==> config.mk <==
export PLATFORM = sky130hd
export DESIGN_NAME = bqiir_ram
export DESIGN_NICKNAME = d
export VERILOG_FILES = /design/src/hdl/biquad_cascade_iir_filter_defines.svh /design/src/hdl/bqiir_ram.sv
export SDC_FILE = /design/constraint.sdc
export NUM_CORES = 1
export LEC_CHECK = 0
export ABC_AREA = 0
export BUFFER_PORTS_ARGS = -buffer_cell sky130_fd_sc_hd__buf_4
export CORE_ASPECT_RATIO = 0.7
export CORE_UTILIZATION = 40
export CTS_BUF_LIST = sky130_fd_sc_hd__clkbuf_8 sky130_fd_sc_hd__clkbuf_16
export DETAILED_ROUTE_END_ITERATION = 7
export GPL_ROUTABILITY_DRIVEN = 0
export GPL_TIMING_DRIVEN = 0
export PLACE_DENSITY = 0.66
export RECOVER_POWER = 100
export SLEW_MARGIN = 25
export SYNTH_ARGS = -nofsm -noshare
export SYNTH_HDL_FRONTEND = slang
export SYNTH_SLANG_ARGS = --single-unit
==> constraint.sdc <==
create_clock -name clock -period 3.2 [get_ports clock]
set_clock_uncertainty 0.15 [all_clocks]
set_input_delay 0.48 -clock clock [delete_from_list [all_inputs] [get_ports clock]]
set_output_delay 0.48 -clock clock [all_outputs]
set_load 0.02 [all_outputs]
==> src/hdl/biquad_cascade_iir_filter_defines.svh <==
// Assertion macros for the biquad cascade filter.
`ifndef BIQUAD_CASCADE_IIR_FILTER_DEFINES_SVH
`define BIQUAD_CASCADE_IIR_FILTER_DEFINES_SVH

// Check cons in the same cycle as ante.
`define BQIIR_ASSERT_NOW(label, clk, rst, ante, cons, msg) \
   label: assert property (@(posedge clk) disable iff (rst) (ante) |-> (cons)) \
      else $error(msg);

// Check cons in the cycle after ante.
`define BQIIR_ASSERT_NEXT(label, clk, rst, ante, cons, msg) \
   label: assert property (@(posedge clk) disable iff (rst) (ante) |=> (cons)) \
      else $error(msg);

`endif

==> src/hdl/bqiir_ram.sv <==
// Generic RAM with one write port and one registered read port.
`timescale 1ns / 1ps

module bqiir_ram #(
   parameter int WIDTH = 32,
   parameter int DEPTH = 32
) (
   input  logic                     clock,
   input  logic                     wr_en,
   input  logic [$clog2(DEPTH)-1:0] wr_addr,
   input  logic [WIDTH-1:0]         wr_data,
   input  logic [$clog2(DEPTH)-1:0] rd_addr,
   output logic [WIDTH-1:0]         rd_data
);

   logic [WIDTH-1:0] mem_ff [DEPTH];
   logic [WIDTH-1:0] rd_data_ff;

   always_ff @(posedge clock) begin
      if (wr_en) begin
         mem_ff[wr_addr] <= wr_data;
      end
      rd_data_ff <= mem_ff[rd_addr];
   end

   assign rd_data = rd_data_ff;

endmodule
* Yosys cells after proc, flatten, opt, wreduce, memory -nomap -nowiden
Memories as Yosys holds them, arrays and structs flattened. A register that Yosys moved wholly into a read port is not among the register bits.
Cells that the tools add are included.
** Operators by class
- Mux-type cells :: 2
** Operators by type and width (number)
- 1-bit 2-to-1 mux :: 2
** Storage, ports and cells
- Bits in registers :: 0
- Memory bits (writable) :: 1024
- Bits of input ports :: 44
- Memories :: 1
** Memories
- mem_ff :: depth 32, bits a word 32, read ports 1, clocked after Yosys merged registers in 1, write ports 1, line bqiir_ram.sv:16 : logic [WIDTH-1:0] mem_ff [DEPTH];

* Longest topological paths before layout
Gate-level depths: netlist of run 1.
- Word-level depth :: 2
- Mapped depth :: 8
- Mapped depth without buffers :: 5

* Worst setup path before layout of run 1
Ideal clock, no wire load.
- Kind :: input-to-reg
- Start :: in wr_addr[1]
- End :: mem mem_ff[12][0], enable pin
- Library setup time :: 0.421 ns
- Data arrival time :: 2.493 ns
- Required time :: 2.629 ns
- Setup slack :: 0.136 ns
- Cell stages on the path :: 3
- Path buffers :: 1
- Cells stage by stage :: or3b_2 clkbuf_1 nor2_1
** RTL lines
- from (decl) :: line bqiir_ram.sv:10 : input logic [$clog2(DEPTH)-1:0] wr_addr,
- to (decl) :: line bqiir_ram.sv:16
Straight into the memory's write port.

* Worst setup path after layout of run 1
- Start :: in wr_addr[4]
- End :: mem mem_ff[3][8], enable pin
Straight into the memory's write port.

==> flow_summary.ini, run 1 <==
[yosys]
synth_mux_area_frac = 0.127
synthesis.nets = 2304
ys_warn_count = 0
ys_seq_area_frac = 0.775
netlist_area_mm2 = 0.0405
synth_top_family_by_area = multiplexers
synth_cells = 2260
synthSimpleGateAreaFrac = 0.0310
synth_adder_area_share = 0
synth-compound-area-share = 0.0485
syn_area_per_cell_um2 = 17.9
ys_ff_latch = 1056
synth_top_area_frac = 0.760
synth.area.top_cells = edfxtp_1 (76%), mux2i_1 (13%), a22oi_1 (1.8%)
synth.distinct_cells = 25
yosysTopAreaCell = edfxtp_1
yosys.area_share.xor_xnor = 0

[grt]
met2_usage = 0.299
grt_util_all_layers = 0.202
busiest_layer = met1
grt_pass1_wl_um = 149000
globalRoute.totalOverflow = 0
grt_pass1_vias = 21900
met3_usage = 0.0443
antenna_found_initial = 0
use_met1 = 0.305
grt_max_degree = 33

[floorplanning]
die_height_um = 268
die_x_um = 382
std_cell_rows = 97
start_util = 0.404
fp.dieArea_mm2 = 0.103
io_pins = 76
core_area_mm2 = 0.100

[routing]
avgRoutedWirePerCell_um = 26.9
first_pass_iters = 6
wl_um = 105000
dr_total_vias = 22100
ant_nets = 0
viasPerCell = 5.68
drt-initial-drc-count = 2745
drc_errors = 0

[cts]
clk_latency_ns = 0.68
cts_buffers = 93
cts_max_path_buffers = 3
hold_buffers = 0
clkSlewWorstSetupHoldPaths_ns = 0.06
cts_sinks = 1056
h-tree-depth = 3
cts-resized-gates = 0
cts_tree = done
root_buffer = clkbuf_16
cts_setup_buffers = 0

[power_and_ir_drop]
cellLeakagePower_nw = 16.2
p_per_area_mw_per_mm2 = 613
vdd_ir_drop_max_v = 0.000544

[critical_path]
rrSetupSlack_ns = 1.39
worstPathMaxFanout = 17
critical_path_required_ns = 3.43
setup.worst_path.start_class = input pin
cp-end-kind = flop
cp.arrival_ns = 3.04
worstSetupPathType = in -> reg

[placement]
numPortBuffers = 74
hpwl_um = 71600
pre_cts_ws_ns = 0.185
placed_cells = 3723

[timing]
setup_ws_ns = 0.390
setup_viol = 0
final_max_slew_viol_count = 456
fmax_mhz = 356
relSlewSlack = -0.436
period_needed_ns = 2.81
hold_slack_ns = 0.215
rsz0062_at_grt = false
min_period_over_period = 0.878
final-hold-violation-count = 0
worstMarginPinSlew_ns = 2.15

[finish]
final_core_util = 0.466
drive_gt1_frac = 0.107
area_growth_pct = 15.3
layout_commonest_cell = edfxtp_1
fin_cells = 3899
mostFrequentLayoutCells = edfxtp_1 (1024), mux2i_1 (512), clkbuf_1 (131)
num_antenna_cells = 0
fin_nets = 2526
fill_cells = 8335

[outcome]
status = finished with violations
failed_checks = max-capacitance violations, max-slew violations

[hold_path]
hold_class = in -> reg

[flow_run]
maxCapViolCount = 18
[critical path, stage by stage]
cell and delay, ns:
clkbuf_1 0.19, or3_1 0.49, nor2_1 1.60, buf_16 0.25
[cells by family (layout without fill, tap and decap cells)]
| family | count (synthesis) | in the layout |
|---|---|---|
| compound gates | 288 | 288 |
| buf+inv | 127 | 430 |
| flops | 1056 | 1056 |
| mux | 512 | 512 |
| simple gates | 277 | 277 |
[state kept, by name, summed over array words and instances (netlist names)]
| name | cells |
|---|---|
| rd_data | 32 |
| mem_ff | 1024 |
[where the power goes]
group	switching, mW	internal, mW
registers	0.0544	15.4
clock network	5.04	6.55
logic	1.12	0.479
total	6.22	22.4
[routing by layer]
| metal | share of wire | wire length (um) |
|---|---|---|
| met1 | 0.44 | 46300 |
| met2 | 0.43 | 45400 |
| met3 | 0.11 | 11300 |
| met4 | 0.019 | 1950 |
| met5 | 0 | 0 |
[stage by stage]
step	cell area (um2)	power (mW)	setup TNS [ns]
2_1_floorplan	40500	16.6	0
3_3_place_gp	42700	17.3	-1457.87
3_5_place_dp	44300	17.4	0
4_1_cts	47500	28.8	0
5_1_grt	46700	29.4	0
6_report	46700	28.6	0
[worst paths after layout]
check,startpoint,end,depth (start not counted)
worst min-delay path,wr_addr[2],mem_ff[7][18]$_DFFE_PP_,3
worst min register to register,mem_ff[10][28]$_DFFE_PP_,rd_data[28]$_DFF_P_,4
worst max register to register,mem_ff[7][13]$_DFFE_PP_,rd_data[13]$_DFF_P_,5
worst max-delay path,wr_addr[4],mem_ff[3][8]$_DFFE_PP_,4
[synthesized netlist by cell type]
| master | count |
|---|---|
| nand3_1 | 98 |
| buf_6 | 15 |
| or2_2 | 1 |
| or3_1 | 1 |
| clkbuf_1 | 46 |
| and2_1 | 1 |
| nand2_1 | 98 |
| or3b_2 | 3 |
| and2b_1 | 1 |
| nor3_1 | 32 |
| buf_2 | 26 |
| a31oi_1 | 32 |
| a22o_1 | 64 |
| nand3b_1 | 5 |
| nor2_1 | 34 |
| edfxtp_1 | 1024 |
| a22oi_1 | 96 |
| buf_4 | 33 |
| dfxtp_1 | 32 |
| a21oi_1 | 96 |
| buf_1 | 5 |
| clkbuf_4 | 2 |
| nand2b_1 | 2 |
| mux2i_1 | 512 |
| nor2b_1 | 1 |
[cell type report]
class	instances	area, um2	area share
Buffer	127	753	0.0161
Timing Repair Buffer	127	1310	0.0281
Tap cell	1336	1670	0.0358
Sequential cell	1056	31400	0.672
Clock buffer	103	2510	0.0538
Multi-Input combinational cell	1077	8380	0.180
Clock inverter	73	666	0.0143
(Power assumes the default switching activity.)
==> inputs of run 2 (changes only) <==
PLACE_DENSITY = 0.64   (was 0.66)
clock period = 3.1 ns   (was 3.2 ns; I/O delays follow)
==> flow_summary.ini, run 2 (synthesis results as in run 1) <==
[outcome]
status = finished with violations
failed_checks = max-capacitance violations, max-slew violations

[cts]
cts_tree = done
cts_buffers = 93
cts-resized-gates = 0
clk_latency_ns = 0.69
h-tree-depth = 3
cts_max_path_buffers = 3
cts_sinks = 1056
clkSlewWorstSetupHoldPaths_ns = 0.07
root_buffer = clkbuf_16

[critical_path]
setup.worst_path.start_class = input pin
worstSetupPathType = in -> reg
cp-end-kind = flop
cp.arrival_ns = 3.12
worstPathMaxFanout = 10
critical_path_required_ns = 3.46

[grt]
busiest_layer = met1
antenna_found_initial = 0
met2_usage = 0.290
grt_pass1_wl_um = 146000
grt_util_all_layers = 0.200
grt_max_degree = 33
grt_pass1_vias = 21200
use_met1 = 0.293
met3_usage = 0.0580
globalRoute.totalOverflow = 0

[floorplanning]
start_util = 0.404
std_cell_rows = 97
core_area_mm2 = 0.100
io_pins = 76
fp.dieArea_mm2 = 0.103
die_x_um = 382
die_height_um = 268

[flow_run]
maxCapViolCount = 11

[timing]
min_period_over_period = 0.890
setup-tns-final_ns = 0
relSlewSlack = -0.0889
hold_slack_ns = 0.276
period_needed_ns = 2.76
fmax_mhz = 362
final-hold-violation-count = 0
final_max_slew_viol_count = 312
worstMarginPinSlew_ns = 1.63
setup_viol = 0
rsz0062_at_grt = false

[finish]
final_core_util = 0.461
fill_cells = 8398
top_register = mem_ff
drive_gt1_frac = 0.109
area_growth_pct = 14.0
fin_nets = 2516
layout_commonest_cell = edfxtp_1
seq_area_mm2 = 0.0314
fin_cells = 3889
largest_reg_flops = 1024
multi_input_comb_area_mm2 = 0.00841
mostFrequentLayoutCells = edfxtp_1 (1024), mux2i_1 (512), clkbuf_1 (119)

[placement]
hpwl_um = 69600
placed_cells = 3708
numPortBuffers = 74

[routing]
dr_total_vias = 21600
avgRoutedWirePerCell_um = 26.5
drt-initial-drc-count = 2757
wl_um = 103000
drc_errors = 0
ant_nets = 0
first_pass_iters = 6
viasPerCell = 5.55

[power_and_ir_drop]
p_seq_frac = 0.549
power_frac_clock = 0.394
p_int_mw = 22.7
switching_share = 0.218
vdd_ir_drop_max_v = 0.000545
total_power_mw = 29.0
p_per_area_mw_per_mm2 = 628
power_frac_comb = 0.057
cellLeakagePower_nw = 16.0
p_sw_mw = 6.32

[hold_path]
hold_class = in -> reg
-- run 2: cell count changes in the layout (fill, tap and decap cells not counted), moves of 3 or more --
cell,change
buf_16,-21
clkinv_4,-6
bufinv_16,-4
inv_1,+10
buf_12,+5
nor2_2,+18
clkbuf_2,+11
dlygate4sd3_1,+5
nor2_1,-16
clkbuf_1,-12
clkinv_1,-4
clkinv_2,+3
-- run 2: final cells by class --
cell class                 count  share of cell area
sequential                  1056               0.680
timing repair buffer         117              0.0200
multi-input combinational   1077               0.182
buffer                       127              0.0163
antenna                        2            0.000108
clock buffer                 101              0.0535
tap                         1336              0.0362
clock inverter                73              0.0113
-- run 2: power by group through the flow --
stage               clock network (mW)  logic [mW]  registers, mW
finish                            11.4        1.64           15.9
global route                      12.1        1.74           15.9
CTS                               11.6        1.73           15.9
detailed placement                   0        1.72           16.2
global placement                     0        1.64           16.2
floorplan                            0       0.820           16.3
-- run 2: what timing repair did --
action	in CTS	in global routing
endpoints found under the hold margin	56	0
hold buffers	5	0
buffers inserted	0	0
-- run 2: layer usage --
| metal | up-vias | routed length, um |
|---|---|---|
| li1 | 9398 | - |
| met1 | 11000 | 46000 |
| met2 | 1030 | 44100 |
| met3 | 153 | 10800 |
| met4 | 0 | 2230 |
| met5 | - | 0 |
-- run 2: critical path: stages --
cell and delay, ns:
clkbuf_1 0.32, and2_0 0.21, buf_4 0.26, clkbuf_1 0.61, clkbuf_1 0.70, a22oi_1 0.20
nand3_1 0.18, nand3_1 0.15
-- run 2: final timing paths --
| path | from | end | slack [ns] | cells after the start |
|---|---|---|---|---|
| setup / recovery | rd_addr[1] | rd_data[17]$_DFF_P_ | 0.34 | 8 |
| hold / removal | wr_addr[2] | mem_ff[12][13]$_DFFE_PP_ | 0.28 | 3 |
| setup reg to reg | mem_ff[7][13]$_DFFE_PP_ | rd_data[13]$_DFF_P_ | 1.22 | 5 |
| hold reg to reg | mem_ff[11][30]$_DFFE_PP_ | rd_data[30]$_DFF_P_ | 0.46 | 4 |
-- run 2: metrics by stage --
stage	instance area [um2]	setup slack, ns
finish	46100	0.341
global route	46100	0.282
CTS	46900	0.739
detailed placement	43800	0.0230
global placement	42700	-1.83
floorplan	40500	0.0509
